--- config.mk ---
export PLATFORM = sky130hd
export DESIGN_NAME = wpsp_front
export DESIGN_NICKNAME = d
export VERILOG_FILES = /design/src/rtl/wpsp_pkg.sv /design/src/rtl/wpsp_front.sv
export VERILOG_INCLUDE_DIRS = /design/src /design/src/rtl
export SDC_FILE = /design/constraint.sdc
export NUM_CORES = 1
export LEC_CHECK = 0
export BUFFER_PORTS_ARGS = -buffer_cell sky130_fd_sc_hd__buf_2
export CAP_MARGIN = 20
export CELL_PAD_IN_SITES_DETAIL_PLACEMENT = 1
export CELL_PAD_IN_SITES_GLOBAL_PLACEMENT = 1
export CORE_ASPECT_RATIO = 0.6
export CORE_MARGIN = 2
export CORE_UTILIZATION = 40
export DETAILED_ROUTE_END_ITERATION = 8
export GPL_TIMING_DRIVEN = 0
export PLACE_DENSITY = 0.73
export SYNTH_ARGS = -nofsm -noshare
export SYNTH_HDL_FRONTEND = slang
export SYNTH_SLANG_ARGS = --single-unit
--- constraint.sdc ---
create_clock -name i_clk -period 8.3 [get_ports i_clk]
set_clock_uncertainty 0.2 [all_clocks]
set_input_delay 0.83 -clock i_clk [delete_from_list [all_inputs] [get_ports i_clk]]
set_output_delay 0.83 -clock i_clk [all_outputs]
set_load 0.02 [all_outputs]
--- src/rtl/windowed_pc_stride_prefetcher_unit_defines.svh ---
// assertion macros shared by the prefetcher rtl
// no dependencies; included by the files that carry assertions
`ifndef WINDOWED_PC_STRIDE_PREFETCHER_UNIT_DEFINES_SVH
`define WINDOWED_PC_STRIDE_PREFETCHER_UNIT_DEFINES_SVH

// same-cycle implication
`define WPSP_ASSERT_IMP(label, clk, rst_n, ante, cons, msg) \
    label: assert property (@(posedge clk) disable iff (!rst_n) (ante) |-> (cons)) \
        else $error(msg);

// next-cycle implication
`define WPSP_ASSERT_NEXT(label, clk, rst_n, ante, cons, msg) \
    label: assert property (@(posedge clk) disable iff (!rst_n) (ante) |=> (cons)) \
        else $error(msg);

`endif

--- src/rtl/wpsp_pkg.sv ---
// constants, types and state codes of the windowed pc stride prefetcher
// no dependencies; imported by every rtl module of the block except wpsp_ram
`default_nettype none

package wpsp_pkg;

    localparam int WINDOW_DEPTH = 10;
    localparam int TABLE_DEPTH  = 256;
    localparam int ADDR_BITS    = 32;
    localparam int PC_BITS      = 32;

    localparam int LIMIT_BITS   = ADDR_BITS + 1;
    localparam int STRIDE_BITS  = ADDR_BITS + 1;
    localparam int TARGET_BITS  = ADDR_BITS + 2;

    localparam int WIN_POS_BITS = (WINDOW_DEPTH > 1) ? $clog2(WINDOW_DEPTH) : 1;

    localparam int TBL_LANES     = 8;
    localparam int TBL_LANE_BITS = $clog2(TBL_LANES);
    localparam int TBL_ROWS      = (TABLE_DEPTH + TBL_LANES - 1) / TBL_LANES;
    localparam int TBL_ROW_BITS  = (TBL_ROWS > 1) ? $clog2(TBL_ROWS) : 1;
    localparam int TBL_SLOT_BITS = TBL_ROW_BITS + TBL_LANE_BITS;

    localparam int JOB_QUEUE_DEPTH = 2;
    localparam int JOB_PTR_BITS    = (JOB_QUEUE_DEPTH > 1) ? $clog2(JOB_QUEUE_DEPTH) : 1;
    localparam int JOB_CNT_BITS    = $clog2(JOB_QUEUE_DEPTH + 1);

    localparam logic [LIMIT_BITS-1:0] MEM_LIMIT_RESET = {1'b1, {ADDR_BITS{1'b0}}};

    typedef struct packed {
        logic [PC_BITS-1:0]     pc;
        logic [ADDR_BITS-1:0]   addr;
        logic                   upd;
        logic [PC_BITS-1:0]     old_pc;
        logic [STRIDE_BITS-1:0] stride;
    } t_job;

    typedef struct packed {
        logic [PC_BITS-1:0]     pc;
        logic [STRIDE_BITS-1:0] stride;
    } t_entry;

    localparam int ENTRY_BITS = $bits(t_entry);

    typedef enum logic [1:0] {
        BK_IDLE,
        BK_SCAN,
        BK_APPLY,
        BK_CHECK
    } t_back_state;

endpackage

`default_nettype wire

--- src/rtl/wpsp_front.sv ---
// front end: access window ring, stride derivation, job generation
// depends on wpsp_pkg and the assertion macro header
`default_nettype none
`include "windowed_pc_stride_prefetcher_unit_defines.svh"

module wpsp_front
    import wpsp_pkg::*;
(
    input  wire logic                 i_clk,
    input  wire logic                 i_rst_n,
    input  wire logic                 i_access_valid,
    output logic                      o_access_ready,
    input  wire logic [PC_BITS-1:0]   i_access_pc,
    input  wire logic [ADDR_BITS-1:0] i_access_addr,
    output logic                      o_job_valid,
    input  wire logic                 i_job_ready,
    output t_job                      o_job
);

    localparam logic [WIN_POS_BITS-1:0] WIN_LAST = WIN_POS_BITS'(WINDOW_DEPTH - 1);

    logic [PC_BITS-1:0]      r_win_pc   [WINDOW_DEPTH];
    logic [ADDR_BITS-1:0]    r_win_addr [WINDOW_DEPTH];
    logic [WIN_POS_BITS-1:0] r_pos;
    logic [WIN_POS_BITS-1:0] n_pos;
    logic                    r_full;
    logic                    w_acc;
    logic [PC_BITS-1:0]      w_old_pc;
    logic [ADDR_BITS-1:0]    w_old_addr;

    assign w_acc          = i_access_valid && i_job_ready;
    assign o_access_ready = i_job_ready;
    assign o_job_valid    = i_access_valid;

    assign w_old_pc   = r_win_pc[r_pos];
    assign w_old_addr = r_win_addr[r_pos];
    assign n_pos      = (r_pos == WIN_LAST) ? '0 : r_pos + 1'b1;

    always_comb begin
        o_job.pc     = i_access_pc;
        o_job.addr   = i_access_addr;
        o_job.upd    = r_full;
        o_job.old_pc = w_old_pc;
        o_job.stride = {1'b0, i_access_addr} - {1'b0, w_old_addr};
    end

    always_ff @(posedge i_clk) begin
        if (!i_rst_n) begin
            r_pos  <= '0;
            r_full <= 1'b0;
        end else if (w_acc) begin
            r_pos <= n_pos;
            if (r_pos == WIN_LAST) begin
                r_full <= 1'b1;
            end
        end
    end

    always_ff @(posedge i_clk) begin
        if (w_acc) begin
            r_win_pc[r_pos]   <= i_access_pc;
            r_win_addr[r_pos] <= i_access_addr;
        end
    end

    `WPSP_ASSERT_NEXT(a_full_after_wrap, i_clk, i_rst_n, w_acc && (r_pos == WIN_LAST), r_full, "window not full after wrap")
    `WPSP_ASSERT_NEXT(a_full_sticks, i_clk, i_rst_n, r_full, r_full && (r_pos <= WIN_LAST), "window full flag dropped")
    `WPSP_ASSERT_NEXT(a_pos_holds, i_clk, i_rst_n, !w_acc, $stable(r_pos), "window position moved without a transaction")

endmodule

`default_nettype wire

==> reports/qor.txt <==
status: completed
syn_nets: 1,559
CP endpoint kind: primary output
Synth Area in Compound Gates: 4.78%
setup TNS: 0 ns
port bufs: 199
gr usage total: 19.9%
Worst Setup Path Type: register to primary output
part of the power in the clock network: 37.7%
Period Utilization, post-route: 81.7%
initial antenna violation count: 2
I/O pin cnt: 200
Mapped Cells: 1,456
EDFF count, synth: 640
Post-CTS Setup Repair Bufs: 0
DRC Markers: 0
drt first pass iters: 5
switching power: 1.67 mW
reg2reg path depth: 8
insertion delay to the later sink of the worst-skew pair: 0.60 ns
path type of the worst min-delay path: register to register
Avg Vias per Cell: 5.45
Combinational Power Share: 11.6%
synthesized area: 27,000 um^2
Max rail drop VDD: 0.000149 V
Reg power frac: 50.7%
TritonCTS buffer count: 59
Remaining Overflow, GRT: 0
initial core utilization: 40.6%
R2R Path Start: r_pos[0]$_SDFFE_PN0P_
core region area: 66,500 um^2
Final Util: 47.9%
die height: 205 um
Final Critical Period: 6.78 ns
Post-DRT Antenna Nets: 0
# resized after CTS: 0
Clock H-tree levels: 2
Cell Int Power: 5.49 mW
die area: 69,600 um^2
Warnings, synthesis: 0
Post-Synth Adder-Cell Area: 1.65%
largest family of logic cells by synthesized area: multiplexers
share of the synthesized area in the top cell type: 71.2%
Root Driver: clkbuf_16
Layout Nets: 1,873
DP HPWL: 46,900 um
# setup viols final: 0
leading area contributor after synthesis: edfxtp_1
routed wire length: 69,300 um
power density over the cells: 225 nW/um^2
die width: 339 um
share of cells above drive strength 1: 33.2%
xor-xnor portion of the synthesized cell area: 0.941%
register-to-register setup slack: 5.39 ns
fmax: 148 MHz
CTS tree: built
actual slew at the worst max-slew pin: 1.04 ns
startpoint types: register
maxcap violations: 0
static leakage: 10.5 nW
DRT iter0 DRCs: 1,401
P&R area growth vs syn: 18.0%
Avg WL per Cell: 25.5 um
Critical Path Fanout Max: 10
Mean Syn Cell Area: 18.5 um^2
largest net degree at the start of global routing: 26
sequential area share after synthesis: 71.9%
post-synthesis mux area share: 14.4%
final hold violations: 0
Worst slew margin: 30.2%
clock-pin slew on the worst setup and hold paths: 0.07 ns
clock sink total: 649
FF+latch count, synth: 649
sw frac: 23.4%
Critical Path RT: 7.27 ns
# hold bufs at CTS: 0
vias in the first global route: 15,445
RSZ-0062 raised after global routing: false
worst setup path endpoint: o_job[28]
Clock Tree Buf Depth: 3
largest cells by area after synthesis: edfxtp_1, mux4_2, mux2i_1, buf_4, ha_1
worst hold margin: 0.270 ns
Critical R2R Capture: r_win_pc[9][25]$_DFFE_PP_
first-pass GRT wire length: 102,000 um
number of distinct library cells after synthesis: 57
simple-gate share of the synthesized area: 3.19%
vias: 14,789
Final Power: 7.16 mW
max-slew violation count: 0
Placer Congestion: 0.865
Primary FF master, synth: edfxtp_1
top post-synthesis cells by count: edfxtp_1, mux4_2, buf_4, a21oi_1, mux2i_1
FP Rows: 73
Fillers: 6,333
most frequent cell after synthesis: edfxtp_1
critical path arrival: 5.75 ns
async set-or-reset flop fraction in the synthesized netlist: 0%
## worst max-delay path: stages, from the launching register on
cell,delay [ns]
dfxtp_1,0.37
clkbuf_1,0.56
buf_1,0.63
mux4_2,0.40
nor2b_1,0.15
a211oi_1,0.25
a21oi_1,0.08
ha_1,0.26
fa_1,0.50
and2b_1,0.27
o2111ai_2,0.18
a311oi_2,0.41
nor4_4,0.13
or4_1,0.46
nand3_2,0.12
xor2_1,0.17
buf_2,0.19
## cells by family after synthesis
family	Yosys count
muxes	223
buffers and inverters	151
xor gates and xnor gates	29
and+or+nand+nor	164
adders and majority gates	35
DFF	649
AOI/OAI and AO/OA	205
## cells in the final DEF, fill, tap and decap left out, drive strengths merged, types with 9 or more instances in the layout
| cell type | instances |
|---|---|
| edfxtp | 640 |
| buf | 350 |
| mux4 | 128 |
| clkbuf | 125 |
| a21oi | 70 |
| mux2i | 64 |
| nand2 | 53 |
| o21ai | 48 |
| nor2b | 39 |
| a211oi | 36 |
| ha | 34 |
| mux2 | 31 |
| nor2 | 24 |
| xnor2 | 22 |
| clkinv | 17 |
| inv | 11 |
| nand3 | 11 |
| o211ai | 9 |
| dfxtp | 9 |
## registers in the layout, indices dropped and copies added (netlist names), named ones only
register	cells
r_full	1
r_pos	4
r_win_addr	320
r_win_pc	320
## stage by stage
stage	instances	setup WS (ns)	instance area, um^2
final	2715	1.52	31800
after global routing	2715	1.19	31800
after CTS	2713	1.40	31800
after detailed placement	2608	2.08	29900
after global placement	2555	-6.36	29100
after floorplan	1456	0.376	27000
## cell type report
class,count,area [um^2],share of cell area [%]
Inverter,11,41.3,0.130
Clock inverter,23,234,0.735
Clock buffer,82,1660,5.20
Tap cell,900,1130,3.54
Timing Repair Buffer,253,1770,5.55
Antenna cell,1,2.50,0.00786
Buffer,140,823,2.59
Sequential cell,649,19400,60.9
Multi-Input combinational cell,656,6790,21.3
## worst min path at each step
stage                                     end  depth (start not counted)                 from
after global placement    r_full$_SDFFE_PN0P_                          1  r_full$_SDFFE_PN0P_
after floorplan           r_full$_SDFFE_PN0P_                          1  r_full$_SDFFE_PN0P_
after CTS                 r_full$_SDFFE_PN0P_                          1  r_full$_SDFFE_PN0P_
after detailed placement  r_full$_SDFFE_PN0P_                          1  r_full$_SDFFE_PN0P_
after global routing      r_full$_SDFFE_PN0P_                          1  r_full$_SDFFE_PN0P_
final                     r_full$_SDFFE_PN0P_                          1  r_full$_SDFFE_PN0P_
## per-layer routing
| metal | wire, um | track usage [%] | part of all wire (%) |
|---|---|---|---|
| met2 | 31800 | 30.8 | 46 |
| met3 | 3660 | 3.11 | 5.3 |
| met4 | 1080 | 4.17 | 1.6 |
| met1 | 32700 | 29.9 | 47 |
| met5 | 12 | 0 | 0.017 |
## power groups by stage
stage          sequential (mW)  clock, mW  combinational (mW)
6_report                  3.63       2.70               0.828
5_1_grt                   3.63       2.86               0.897
4_1_cts                   3.63       2.76               0.834
3_5_place_dp              3.70          0               0.829
3_3_place_gp              3.71          0               0.798
2_1_floorplan             3.71          0               0.530
Note: power is estimated with default switching activity, not from simulation.
