===== src/rtl/windowed_pc_stride_prefetcher_unit_defines.svh =====
// assertion macros shared by the prefetcher rtl
// no dependencies; included by the files that carry assertions
`ifndef WINDOWED_PC_STRIDE_PREFETCHER_UNIT_DEFINES_SVH
`define WINDOWED_PC_STRIDE_PREFETCHER_UNIT_DEFINES_SVH

// same-cycle implication
`define WPSP_ASSERT_IMP(label, clk, rst_n, ante, cons, msg) \
    label: assert property (@(posedge clk) disable iff (!rst_n) (ante) |-> (cons)) \
        else $error(msg);

// next-cycle implication
`define WPSP_ASSERT_NEXT(label, clk, rst_n, ante, cons, msg) \
    label: assert property (@(posedge clk) disable iff (!rst_n) (ante) |=> (cons)) \
        else $error(msg);

`endif


===== src/rtl/wpsp_pkg.sv =====
// constants, types and state codes of the windowed pc stride prefetcher
// no dependencies; imported by every rtl module of the block except wpsp_ram
`default_nettype none

package wpsp_pkg;

    localparam int WINDOW_DEPTH = 10;
    localparam int TABLE_DEPTH  = 256;
    localparam int ADDR_BITS    = 32;
    localparam int PC_BITS      = 32;

    localparam int LIMIT_BITS   = ADDR_BITS + 1;
    localparam int STRIDE_BITS  = ADDR_BITS + 1;
    localparam int TARGET_BITS  = ADDR_BITS + 2;

    localparam int WIN_POS_BITS = (WINDOW_DEPTH > 1) ? $clog2(WINDOW_DEPTH) : 1;

    localparam int TBL_LANES     = 8;
    localparam int TBL_LANE_BITS = $clog2(TBL_LANES);
    localparam int TBL_ROWS      = (TABLE_DEPTH + TBL_LANES - 1) / TBL_LANES;
    localparam int TBL_ROW_BITS  = (TBL_ROWS > 1) ? $clog2(TBL_ROWS) : 1;
    localparam int TBL_SLOT_BITS = TBL_ROW_BITS + TBL_LANE_BITS;

    localparam int JOB_QUEUE_DEPTH = 2;
    localparam int JOB_PTR_BITS    = (JOB_QUEUE_DEPTH > 1) ? $clog2(JOB_QUEUE_DEPTH) : 1;
    localparam int JOB_CNT_BITS    = $clog2(JOB_QUEUE_DEPTH + 1);

    localparam logic [LIMIT_BITS-1:0] MEM_LIMIT_RESET = {1'b1, {ADDR_BITS{1'b0}}};

    typedef struct packed {
        logic [PC_BITS-1:0]     pc;
        logic [ADDR_BITS-1:0]   addr;
        logic                   upd;
        logic [PC_BITS-1:0]     old_pc;
        logic [STRIDE_BITS-1:0] stride;
    } t_job;

    typedef struct packed {
        logic [PC_BITS-1:0]     pc;
        logic [STRIDE_BITS-1:0] stride;
    } t_entry;

    localparam int ENTRY_BITS = $bits(t_entry);

    typedef enum logic [1:0] {
        BK_IDLE,
        BK_SCAN,
        BK_APPLY,
        BK_CHECK
    } t_back_state;

endpackage

`default_nettype wire


===== src/rtl/wpsp_fifo.sv =====
// short job queue between the front end and the table engine
// depends on wpsp_pkg and the assertion macro header
`default_nettype none
`include "windowed_pc_stride_prefetcher_unit_defines.svh"

module wpsp_fifo
    import wpsp_pkg::*;
(
    input  wire logic i_clk,
    input  wire logic i_rst_n,
    input  wire logic i_push_valid,
    output logic      o_push_ready,
    input  wire t_job i_push_job,
    output logic      o_pop_valid,
    input  wire logic i_pop_ready,
    output t_job      o_pop_job
);

    localparam logic [JOB_PTR_BITS-1:0] PTR_LAST = JOB_PTR_BITS'(JOB_QUEUE_DEPTH - 1);
    localparam logic [JOB_CNT_BITS-1:0] CNT_FULL = JOB_CNT_BITS'(JOB_QUEUE_DEPTH);

    t_job                    r_mem [JOB_QUEUE_DEPTH];
    logic [JOB_PTR_BITS-1:0] r_wr;
    logic [JOB_PTR_BITS-1:0] r_rd;
    logic [JOB_CNT_BITS-1:0] r_cnt;
    logic                    w_push;
    logic                    w_pop;

    assign o_push_ready = (r_cnt != CNT_FULL);
    assign o_pop_valid  = (r_cnt != '0);
    assign o_pop_job    = r_mem[r_rd];
    assign w_push       = i_push_valid && o_push_ready;
    assign w_pop        = o_pop_valid && i_pop_ready;

    always_ff @(posedge i_clk) begin
        if (!i_rst_n) begin
            r_wr  <= '0;
            r_rd  <= '0;
            r_cnt <= '0;
        end else begin
            if (w_push) begin
                r_wr <= (r_wr == PTR_LAST) ? '0 : r_wr + 1'b1;
            end
            if (w_pop) begin
                r_rd <= (r_rd == PTR_LAST) ? '0 : r_rd + 1'b1;
            end
            if (w_push && !w_pop) begin
                r_cnt <= r_cnt + 1'b1;
            end else if (w_pop && !w_push) begin
                r_cnt <= r_cnt - 1'b1;
            end
        end
    end

    always_ff @(posedge i_clk) begin
        if (w_push) begin
            r_mem[r_wr] <= i_push_job;
        end
    end

    `WPSP_ASSERT_IMP(a_cnt_bound, i_clk, i_rst_n, 1'b1, r_cnt <= CNT_FULL, "queue count out of range")

endmodule

`default_nettype wire


===== config.mk =====
export PLATFORM = sky130hd
export DESIGN_NAME = wpsp_fifo
export DESIGN_NICKNAME = d
export VERILOG_FILES = /design/src/rtl/wpsp_pkg.sv /design/src/rtl/wpsp_fifo.sv
export VERILOG_INCLUDE_DIRS = /design/src /design/src/rtl
export SDC_FILE = /design/constraint.sdc
export NUM_CORES = 1
export LEC_CHECK = 0
export ABC_AREA = 1
export CAP_MARGIN = 20
export CELL_PAD_IN_SITES_DETAIL_PLACEMENT = 0
export CELL_PAD_IN_SITES_GLOBAL_PLACEMENT = 1
export CORE_AREA = 3 3 135 137
export CTS_CLUSTER_SIZE = 40
export DETAILED_ROUTE_END_ITERATION = 8
export DIE_AREA = 0 0 138 140
export DONT_BUFFER_PORTS = 1
export PLACE_DENSITY_LB_ADDON = 0.1
export SYNTH_ARGS = -nofsm -noshare
export SYNTH_HDL_FRONTEND = slang
export SYNTH_SLANG_ARGS = --single-unit

===== constraint.sdc =====
create_clock -name i_clk -period 24.8 [get_ports i_clk]
set_clock_uncertainty 0.15 [all_clocks]
set_input_delay 4.96 -clock i_clk [delete_from_list [all_inputs] [get_ports i_clk]]
set_output_delay 4.96 -clock i_clk [all_outputs]
set_load 0.05 [all_outputs]

==> qor.txt, run 1 <==
P_sw -> 0.000478 W
nets -> 596
# clock sinks -> 265
Simple-Gate Fraction of Synth Area -> 0.00778
crit path launch type -> flip-flop
htree depth -> 1
Core Util, Final -> 0.624
Compound-Gate Fraction of Synth Area -> 0.00233
Leakage -> 3.48 nW
number of DRC markers in iteration 0 -> 170
Int Power -> 0.000871 W
Die ar. -> 0.0193 sq mm
Peak Freq -> 0.131 GHz
Setup Fix Bufs, Post-CTS -> 0
main combinational cell family by area after synthesis -> multiplexers
Post-Syn Instances -> 441
fin area -> 0.0107 sq mm
combinational share of power -> 0.286
worst-skew pair later-pin latency -> 0.50 ns
Via density -> 5.53
Area contributors post-synth -> edfxtp_1 (81%), mux2_2 (15%), buf_6 (1.2%), dfxtp_1 (1.0%), nand2_1 (0.35%)
GR Util All Layers -> 0.165
post-synthesis mux area share -> 0.152
endpoints failing hold -> 0
vias in the first global route -> 4178
xor/xnor share of the synthesized area -> 0
layout filler cell count -> 1240
most common cell after layout, fill and taps aside -> edfxtp_1
EDFF count, synth -> 260
Power Density -> 126 mW/mm^2
FFs w/ async S/R, synth -> 0
Seq/Total Area, Yosys -> 0.820
std cell rows -> 48
FF+latch count, synth -> 265
largest net degree at the start of global routing -> 90
Slew HR -> 0.385
die height -> 140 microns
Post-CTS Resized -> 0
Max-Cap Viols -> 0
Mapped Area -> 0.00965 sq mm
hold buffer count at cts -> 0
final wirelength -> 16.5 mm
period utilization -> 0.307
antenna-violating nets left -> 0
via count -> 3901
Synth area leader -> edfxtp_1
TritonCTS Buffers -> 26
setup slack, reg-to-reg -> 22.19 ns
first-pass GRT wire length -> 24.7 mm
outcome -> finished, final reports clean
layout cell share with drive strength beyond 1 -> 0.360
Switching Fraction -> 0.355
clk buf depth -> 3
most frequent cells in the layout -> edfxtp_1 (260), mux2_2 (130), clkbuf_16 (27)
FF-to-FF path depth -> 5
DRC -> 0
Worst Hold Class -> flip-flop to flip-flop
synth unique cells -> 15
post-synthesis adder-cell area fraction -> 0.00130
post-DR wirelength/cell -> 23.4 microns
Final Setup Violations -> 0
syn_area_per_cell -> 21.9 sq um
Die Wd -> 138 microns
fin. max-slew vios -> 0
Root Driver -> clkbuf_16
Final TNS setup -> 0 ns
io pins -> 266
Starting Density -> 0.562
Sequential Power Share -> 0.436
top cell type's share of synthesized area -> 0.809
initial antenna violation count -> 0
CP required -> 19.69 ns
critical path class -> flip-flop to primary output
ys flop type -> edfxtp_1
CP Capture Type -> primary output
antenna cells -> 0
Clock power frac -> 0.278
gpl congestion -> 0.757
area grow syn2layout -> 11.0%
worst-path fanout max -> 73
maximum VDD drop -> 0.0812 mV
Core Area -> 0.0172 sq mm
DR pass1 iterations -> 4
IO buf count -> 0
CP arrival -> 2.52 ns
RR Startpoint -> r_cnt[0]
R2R Path End -> r_mem[0][73]
Yosys warnings -> 0
hold slack -> 0.349 ns
DPL Wire Length -> 10.8 mm
grt ovf -> 0
RSZ-0062 raised after global routing -> no
Syn Nets -> 576
Tmin final -> 7.63 ns
Worst Max-Slew Pin Slew -> 0.922 ns
dpl cell area -> 0.00985 sq mm
total power -> 0.00135 W
CP endpoint -> o_pop_job[76]
CTS tree -> yes
clock slew at reported path FFs -> 0.06 ns
Yosys cell counts, types with 2 or more instances:
cell type  number
edfxtp_1      260
mux2_2        130
buf_6          10
nand2_1         9
inv_1           8
nor2_1          8
dfxtp_1         5
buf_2           3
o21ai_0         2
stage by stage:
step	setup WS, ns	instances
final	17.17	705
after global routing	17.02	705
after CTS	16.84	704
after detailed placement	17.39	657
after global placement	17.44	657
after floorplan	13.55	441
per-layer routing:
layer  wire length, microns  vias to the layer above  GRT usage  share of wire
met5                      0                        -          0              0
met4                    400                        0     0.0468          0.024
met3                   1930                       27     0.0881           0.12
met2                   8480                      174      0.283           0.51
met1                   5670                     1932      0.178           0.34
li1                       -                     1768          -              -
cells by family (layout without fill, tap and decap cells):
group / count (synthesis) / after routing
flip-flops: 265 / 265
multiplexers: 130 / 130
buffers and inverters: 22 / 61
AND/OR/NAND/NOR: 19 / 19
AO/OA/AOI/OAI: 4 / 4
adder cells (fa/ha/maj): 1 / 1
worst max-delay path, cell delays in order (launching register included):
cell     delay, ns
dfxtp_4       0.69
buf_4         0.37
buf_16        0.34
mux2_2        0.52
registers in the layout, indices dropped and copies added (netlist names), named ones only:
name and cells:
r_mem 260, r_wr 1, r_rd 1, r_cnt 2
worst min-delay path by stage:
| stage | from | endpoint | slack, ns | cells past startpoint |
|---|---|---|---|---|
| 2_1_floorplan | r_rd | flip-flop | 0.32 | 2 |
| 3_3_place_gp | r_rd | r_rd | 0.33 | 2 |
| 3_5_place_dp | r_rd | r_rd | 0.34 | 2 |
| 4_1_cts | r_rd | r_rd | 0.36 | 2 |
| 5_1_grt | r_rd | r_rd | 0.40 | 2 |
| 6_report | r_rd | r_rd | 0.35 | 2 |
power by group through the flow:
stage	combinational, W	sequential [W]	clock (W)
after floorplan	0.000363	0.000599	0
after global placement	0.000383	0.000597	0
after CTS	0.000388	0.000589	0.000386
after global routing	0.000400	0.000595	0.000405
after detailed placement	0.000386	0.000598	0
final	0.000385	0.000589	0.000375
final cells by class:
type / instances / area, sq um / area share
inverter: 8 / 30.0 / 0.00280
sequential: 265 / 7910 / 0.739
timing repair buffer: 6 / 65.1 / 0.00607
clock buffer: 32 / 694 / 0.0648
tap: 225 / 282 / 0.0263
clock inverter: 15 / 140 / 0.0131
multi-input combinational: 154 / 1590 / 0.148
Note: power is estimated with default switching activity, not from simulation.
==> inputs of run 2 (changes only) <==
--- a/config.mk
+++ b/config.mk
@@ -6,14 +6,14 @@
 export SDC_FILE = /design/constraint.sdc
 export NUM_CORES = 1
 export LEC_CHECK = 0
-export ABC_AREA = 1
+export ABC_AREA = 0
 export CAP_MARGIN = 20
 export CELL_PAD_IN_SITES_DETAIL_PLACEMENT = 0
 export CELL_PAD_IN_SITES_GLOBAL_PLACEMENT = 1
-export CORE_AREA = 3 3 135 137
+export CORE_AREA = 3 3 146 148
 export CTS_CLUSTER_SIZE = 40
 export DETAILED_ROUTE_END_ITERATION = 8
-export DIE_AREA = 0 0 138 140
+export DIE_AREA = 0 0 149 151
 export DONT_BUFFER_PORTS = 1
 export PLACE_DENSITY_LB_ADDON = 0.1
 export SYNTH_ARGS = -nofsm -noshare
==> constraint.sdc (replaced) <==
create_clock -name i_clk -period 7 [get_ports i_clk]
set_clock_uncertainty 0.15 [all_clocks]
set_input_delay 1.4 -clock i_clk [delete_from_list [all_inputs] [get_ports i_clk]]
set_output_delay 1.4 -clock i_clk [all_outputs]
set_load 0.05 [all_outputs]
==> run 2 against run 1 <==
Net effect: clock power grew to 3.4 times the previous value; non-clock buffer count shrank 2; via count shrank 1.5%; sequential share of layout area grew 0.095 points; critical path type unchanged.
==> qor.txt, run 2 <==
Syn Nets -> 563 (-2.3%)
DR pass1 iterations -> 4 (unchanged)
Peak Freq -> 0.227 GHz
Top reg by flops -> r_mem
worst-path fanout max -> 70 (-4.1%)
Synth area leader -> edfxtp_1
Slew HR -> 0.302 (-0.0828)
Root Driver -> clkbuf_16
gpl congestion -> 0.732 (-3.3%)
number of DRC markers in iteration 0 -> 161 (-5.3%)
Core Area -> 0.0202 sq mm (+17%)
worst-skew pair later-pin latency -> 0.51 ns (about the same)
clk buf depth -> 3 (unchanged)
# clock sinks -> 265 (unchanged)
post-DR wirelength/cell -> 23.2 microns (-0.85%)
register area -> 0.00791 sq mm (unchanged)
CP arrival -> 2.86 ns (+0.34 ns)
hold slack -> 0.424 ns (+0.0743 ns)
Final Setup Violations -> 0 (unchanged)
layout cell share with drive strength beyond 1 -> 0.378 (+0.0173)
Worst Hold Class -> flip-flop to flip-flop
die height -> 151 microns (+7.9%)
critical path class -> flip-flop to primary output
RR Startpoint -> r_cnt[0]
dpl cells -> 687 (+4.6%)
Yosys warnings -> 0 (unchanged)
synth unique cells -> 21 (+6)
htree depth -> 1 (unchanged)
Die ar. -> 0.0225 sq mm (+16%)
via count -> 3842 (-1.5%)
Area contributors post-synth -> edfxtp_1 (81%), mux2_2 (15%), buf_6 (1.2%), dfxtp_1 (1.0%), and2_1 (0.26%)
top-count cell post-synth -> edfxtp_1
IO buf count -> 0 (unchanged)
vias in the first global route -> 4021 (-3.8%)
most common cell after layout, fill and taps aside -> edfxtp_1
DPL Wire Length -> 11.1 mm (+2.8%)
maximum VDD drop -> 0.254 mV (+210%)
clock slew at reported path FFs -> 0.06 ns (about the same)
initial antenna violation count -> 0 (unchanged)
antenna cells -> 0 (unchanged)
crit path launch type -> flip-flop
most frequent cells in the layout -> edfxtp_1 (260), mux2_2 (130), clkbuf_16 (27)
FFs w/ async S/R, synth -> 0 (unchanged)
biggest regs -> r_mem x260, r_cnt x2
Via density -> 5.22 (-5.7%)
hold_sp -> r_cnt[1]
ys flop type -> edfxtp_1
Setup Fix Bufs, Post-CTS -> 0 (unchanged)
Leakage -> 3.41 nW (-2.1%)
EDFF count, synth -> 260 (unchanged)
Multi-input gate area -> 0.00161 sq mm (+1.2%)
CTS tree -> yes
syn_area_per_cell -> 22.5 sq um (+3.1%)
area grow syn2layout -> 10.9%
Tmin final -> 4.41 ns
Core Util, Final -> 0.530 (-0.0932)
Worst Max-Slew Pin Slew -> 1.05 ns (+0.124 ns)
synth cell count leaders -> edfxtp_1 (260), mux2_2 (130), buf_6 (10)
DRC -> 0 (unchanged)
std cell rows -> 52 (+8.3%)
GR Util All Layers -> 0.142 (-0.0225)
nets -> 582 (-2.3%)
first-pass GRT wire length -> 24.2 mm (-1.9%)
largest net degree at the start of global routing -> 80 (-11%)
TritonCTS Buffers -> 27 (+3.8%)
Power Density -> 449 mW/mm^2 (+260%)
CP Capture Type -> primary output
Seq/Total Area, Yosys -> 0.820 (about the same)
Post-CTS Resized -> 0 (unchanged)
Final TNS setup -> 0 ns (unchanged)
outcome -> finished, final reports clean
hold buffer count at cts -> 0 (unchanged)
fin. max-slew vios -> 0 (unchanged)
Mapped Area -> 0.00965 sq mm (about the same)
period utilization -> 0.631
final cell count without fillers -> 736 (+4.4%)
number of flip-flops in the largest register -> 260 (unchanged)
antenna-violating nets left -> 0 (unchanged)
CP required -> 5.45 ns (-14.24 ns)
Starting Density -> 0.478 (-0.0832)
total power -> 0.00480 W (+260%)
grt ovf -> 0 (unchanged)
FF+latch count, synth -> 265 (unchanged)
endpoints failing hold -> 0 (unchanged)
final wirelength -> 17.1 mm (+3.5%)
Post-Syn Instances -> 428 (-2.9%)
Die Wd -> 149 microns (+8.0%)
Max-Cap Viols -> 0 (unchanged)
RSZ-0062 raised after global routing -> no
layout filler cell count -> 1565 (+26%)
io pins -> 266 (unchanged)
top cell type's share of synthesized area -> 0.809 (about the same)
run 2: changes by cell type after synthesis, moves of 2 or more:
cell	previous run	this run
and2_1	0	4
inv_1	8	1
nand2_1	9	0
nor2_1	8	0
xnor2_1	0	2
run 2: stage by stage:
stage / worst slack, ns / area, sq um
after global placement: 3.14 / 9890
after detailed placement: 3.06 / 9890
final: 2.59 / 10700
after floorplan: 1.90 / 9650
after global routing: 2.38 / 10700
after CTS: 2.51 / 10700
run 2: worst max-delay path: stages (launching register included):
cell	delay (ns)
dfxtp_4	0.97
buf_4	0.73
mux2_2	0.55
run 2: cell type report:
class,instances,share of cell area
clock inverter,11,0.00550
tap,270,0.0316
clock buffer,37,0.0676
timing repair buffer,4,0.00468
sequential,265,0.740
inverter,1,0.000819
multi-input combinational,148,0.150
run 2: path summary, 6_finish.rpt:
check | endpoint | slack, ns | cells past startpoint
worst max-delay path | o_pop_job[40] | 2.59 | 2
worst min-delay path | r_cnt[1] | 0.42 | 2
worst max register to register | r_mem[0][114] | 4.13 | 4
worst min register to register | r_cnt[1] | 0.42 | 2
run 2: kinds of logic after synthesis:
family,after synthesis,synth area share
DFF,265,0.820
muxes,130,0.152
buffers and inverters,15,0.0144
and+or+nand+nor,9,0.00674
AOI/OAI and AO/OA,5,0.00363
xor gates and xnor gates,3,0.00272
adders and majority gates,1,0.00130
run 2: report_power, final:
part	switching, W	internal (W)	total [W]
clock	0.000536	0.000720	0.00126
combinational	0.00115	0.000303	0.00146
sequential	0.000100	0.00199	0.00209
total	0.00179	0.00301	0.00480
run 2: metal layers:
layer	share of wire	vias up	wire [microns]	GRT usage
met5	0	-	0	0
met4	0.017	0	289	0.0421
met3	0.14	20	2310	0.0820
met2	0.50	171	8500	0.232
met1	0.35	1914	5970	0.159
li1	-	1737	-	-
==> inputs of run 3 (changes only) <==
--- a/config.mk
+++ b/config.mk
@@ -10,10 +10,10 @@
 export CAP_MARGIN = 20
 export CELL_PAD_IN_SITES_DETAIL_PLACEMENT = 0
 export CELL_PAD_IN_SITES_GLOBAL_PLACEMENT = 1
-export CORE_AREA = 3 3 146 148
+export CORE_AREA = 3 3 139 141
 export CTS_CLUSTER_SIZE = 40
 export DETAILED_ROUTE_END_ITERATION = 8
-export DIE_AREA = 0 0 149 151
+export DIE_AREA = 0 0 142 144
 export DONT_BUFFER_PORTS = 1
 export PLACE_DENSITY_LB_ADDON = 0.1
 export SYNTH_ARGS = -nofsm -noshare
==> constraint.sdc (replaced) <==
create_clock -name i_clk -period 4.1 [get_ports i_clk]
set_clock_uncertainty 0.15 [all_clocks]
set_input_delay 0.82 -clock i_clk [delete_from_list [all_inputs] [get_ports i_clk]]
set_output_delay 0.82 -clock i_clk [all_outputs]
set_load 0.05 [all_outputs]
==> run 3 against run 2 <==
Net effect: sequential cell count did not move; clock power grew 75%; utilization increased by 6.1 points; critical path depth did not move; first-iteration DRC count up 24%; register-to-register slack worse by 2.3 ns; sequential power grew 67%; sequential share of layout area rose by 0.061 points; critical path type unchanged.
==> qor.txt, run 3 (synthesis gave the netlist of run 2 again) <==
Starting Density -> 0.534 (+0.0551)
final cell count without fillers -> 692 (-6.0%)
htree depth -> 1 (unchanged)
vias in the first global route -> 4208 (+4.7%)
worst-skew pair later-pin latency -> 0.50 ns (about the same)
antenna-violating nets left -> 0 (unchanged)
worst path bufs/invs -> 1 (unchanged)
R2R Path End -> r_mem[0][8]
Top reg by flops -> r_mem
IO buf count -> 0 (unchanged)
dpl cells -> 649 (-5.5%)
DR pass1 iterations -> 4 (unchanged)
via count -> 3872 (+0.78%)
CP Capture Type -> primary output
maximum VDD drop -> 0.385 mV (+52%)
first-pass GRT wire length -> 24.2 mm (-0.14%)
antenna cells -> 0 (unchanged)
Post-CTS Resized -> 0 (unchanged)
Peak Freq -> 0.326 GHz
Core Util, Final -> 0.591 (+0.0606)
worst hold stages -> 0 (-2)
delay-heaviest family, CP -> flip-flops
number of DRC markers in iteration 0 -> 200 (+24%)
slowest cell on the critical path -> dfxtp_4
Slew HR -> 0.600 (+0.297)
slowest cell delay on critical path -> 0.57 ns (-0.40 ns)
number of flip-flops in the largest register -> 260 (unchanged)
critical path class -> flip-flop to primary output
crit path launch type -> flip-flop
Core Area -> 0.0181 sq mm (-10%)
Root Driver -> clkbuf_16
Worst Slack Setup Final -> 1.04 ns (-1.55 ns)
CP required -> 3.13 ns (-2.32 ns)
hold_sp -> i_push_job[70]
CP arrival -> 2.09 ns (-0.77 ns)
Leakage -> 3.43 nW (+0.68%)
grt ovf -> 0 (unchanged)
Worst Hold End -> r_mem[0][70]
Final Setup Violations -> 0 (unchanged)
setup slack, reg-to-reg -> 1.79 ns (-2.34 ns)
endpoints failing hold -> 0 (unchanged)
hold buffer count at cts -> 0 (unchanged)
Die Wd -> 142 microns (-4.7%)
DRC -> 0 (unchanged)
DPL Wire Length -> 11.4 mm (+2.8%)
Power Density -> 773 mW/mm^2 (+72%)
RR Startpoint -> r_cnt[0]
largest net degree at the start of global routing -> 76 (-5.0%)
GR Util All Layers -> 0.157 (+0.0147)
Final TNS setup -> 0 ns (unchanged)
fin area -> 0.0107 sq mm (about the same)
most frequent cells in the layout -> edfxtp_1 (260), mux2_2 (130), clkbuf_16 (27)
io pins -> 266 (unchanged)
Worst Hold Class -> input pin to flip-flop
dpl cell area -> 0.00989 sq mm (about the same)
RSZ-0062 raised after global routing -> no
most common cell after layout, fill and taps aside -> edfxtp_1
fin. max-slew vios -> 0 (unchanged)
CTS tree -> yes
initial antenna violation count -> 0 (unchanged)
die height -> 144 microns (-4.6%)
Via density -> 5.60 (+7.2%)
nets -> 584 (+0.34%)
final wirelength -> 16.9 mm (-0.79%)
# clock sinks -> 265 (unchanged)
TritonCTS Buffers -> 27 (unchanged)
Max-Cap Viols -> 0 (unchanged)
FF-to-FF path depth -> 4 (unchanged)
clk buf depth -> 3 (unchanged)
Placement Setup Slack -> 1.54 ns (-1.52 ns)
clock slew at reported path FFs -> 0.06 ns (about the same)
outcome -> finished, final reports clean
Setup Fix Bufs, Post-CTS -> 0 (unchanged)
gpl congestion -> 0.725 (-0.96%)
Tmin final -> 3.06 ns
Worst Max-Slew Pin Slew -> 0.601 ns (-0.446 ns)
period utilization -> 0.747
Crit path depth -> 2 (unchanged)
post-DR wirelength/cell -> 24.5 microns (+5.5%)
layout cell share with drive strength beyond 1 -> 0.376 (-0.00187)
biggest regs -> r_mem x260, r_cnt x2
CP Cell Sequence -> buf_4 -> mux2_2
area grow syn2layout -> 10.8% (about the same)
std cell rows -> 49 (-5.8%)
worst-path fanout max -> 36 (-49%)
Die ar. -> 0.0204 sq mm (-9.1%)
[run 3: changes by cell type in the layout (fill, tap and decap cells not counted), moves of 2 or more]
| cell | change |
|---|---|
| buf_12 | +3 |
| clkbuf_1 | -3 |
| clkinv_2 | -3 |
| bufinv_16 | +2 |
| clkinv_1 | +2 |
| clkinvlp_4 | -2 |
[run 3: layout make-up]
| class | count | area, sq um |
|---|---|---|
| fillers | 1320 | 7400 |
| repair buffers | 6 | 82.6 |
| clock inverters | 10 | 96.3 |
| clock buffers | 33 | 698 |
| flip-flops and latches | 265 | 7910 |
| multi-input cells | 148 | 1610 |
| inverters | 1 | 6.26 |
| well taps | 229 | 287 |
[run 3: power breakdown]
part / total [W] / internal (W) / leakage [nW] / switching, W
clock: 0.00220 / 0.00132 / 0.384 / 0.000890
combinational: 0.00255 / 0.000535 / 0.575 / 0.00201
sequential: 0.00350 / 0.00339 / 2.47 / 0.000118
[run 3: metrics by stage]
stage                     hold slack [ns]  total power (W)
final                               0.253          0.00826
after detailed placement            0.416          0.00615
after floorplan                     0.362          0.00594
after CTS                           0.231          0.00837
after global placement              0.376          0.00612
after global routing                0.221          0.00857
[run 3: how the worst max path moves through the flow]
stage,start,endpoint
3_5_place_dp,flip-flop,o_pop_job[108]
6_report,flip-flop,o_pop_job[11]
3_3_place_gp,flip-flop,o_pop_job[17]
5_1_grt,flip-flop,o_pop_job[108]
2_1_floorplan,i_push_valid,r_mem[0][0]
4_1_cts,flip-flop,o_pop_job[108]
[run 3: routing by layer]
layer	global-route usage	wire length, microns
met2	0.271	8750
met3	0.0843	2140
met1	0.160	5510
met5	0	0
met4	0.0611	529
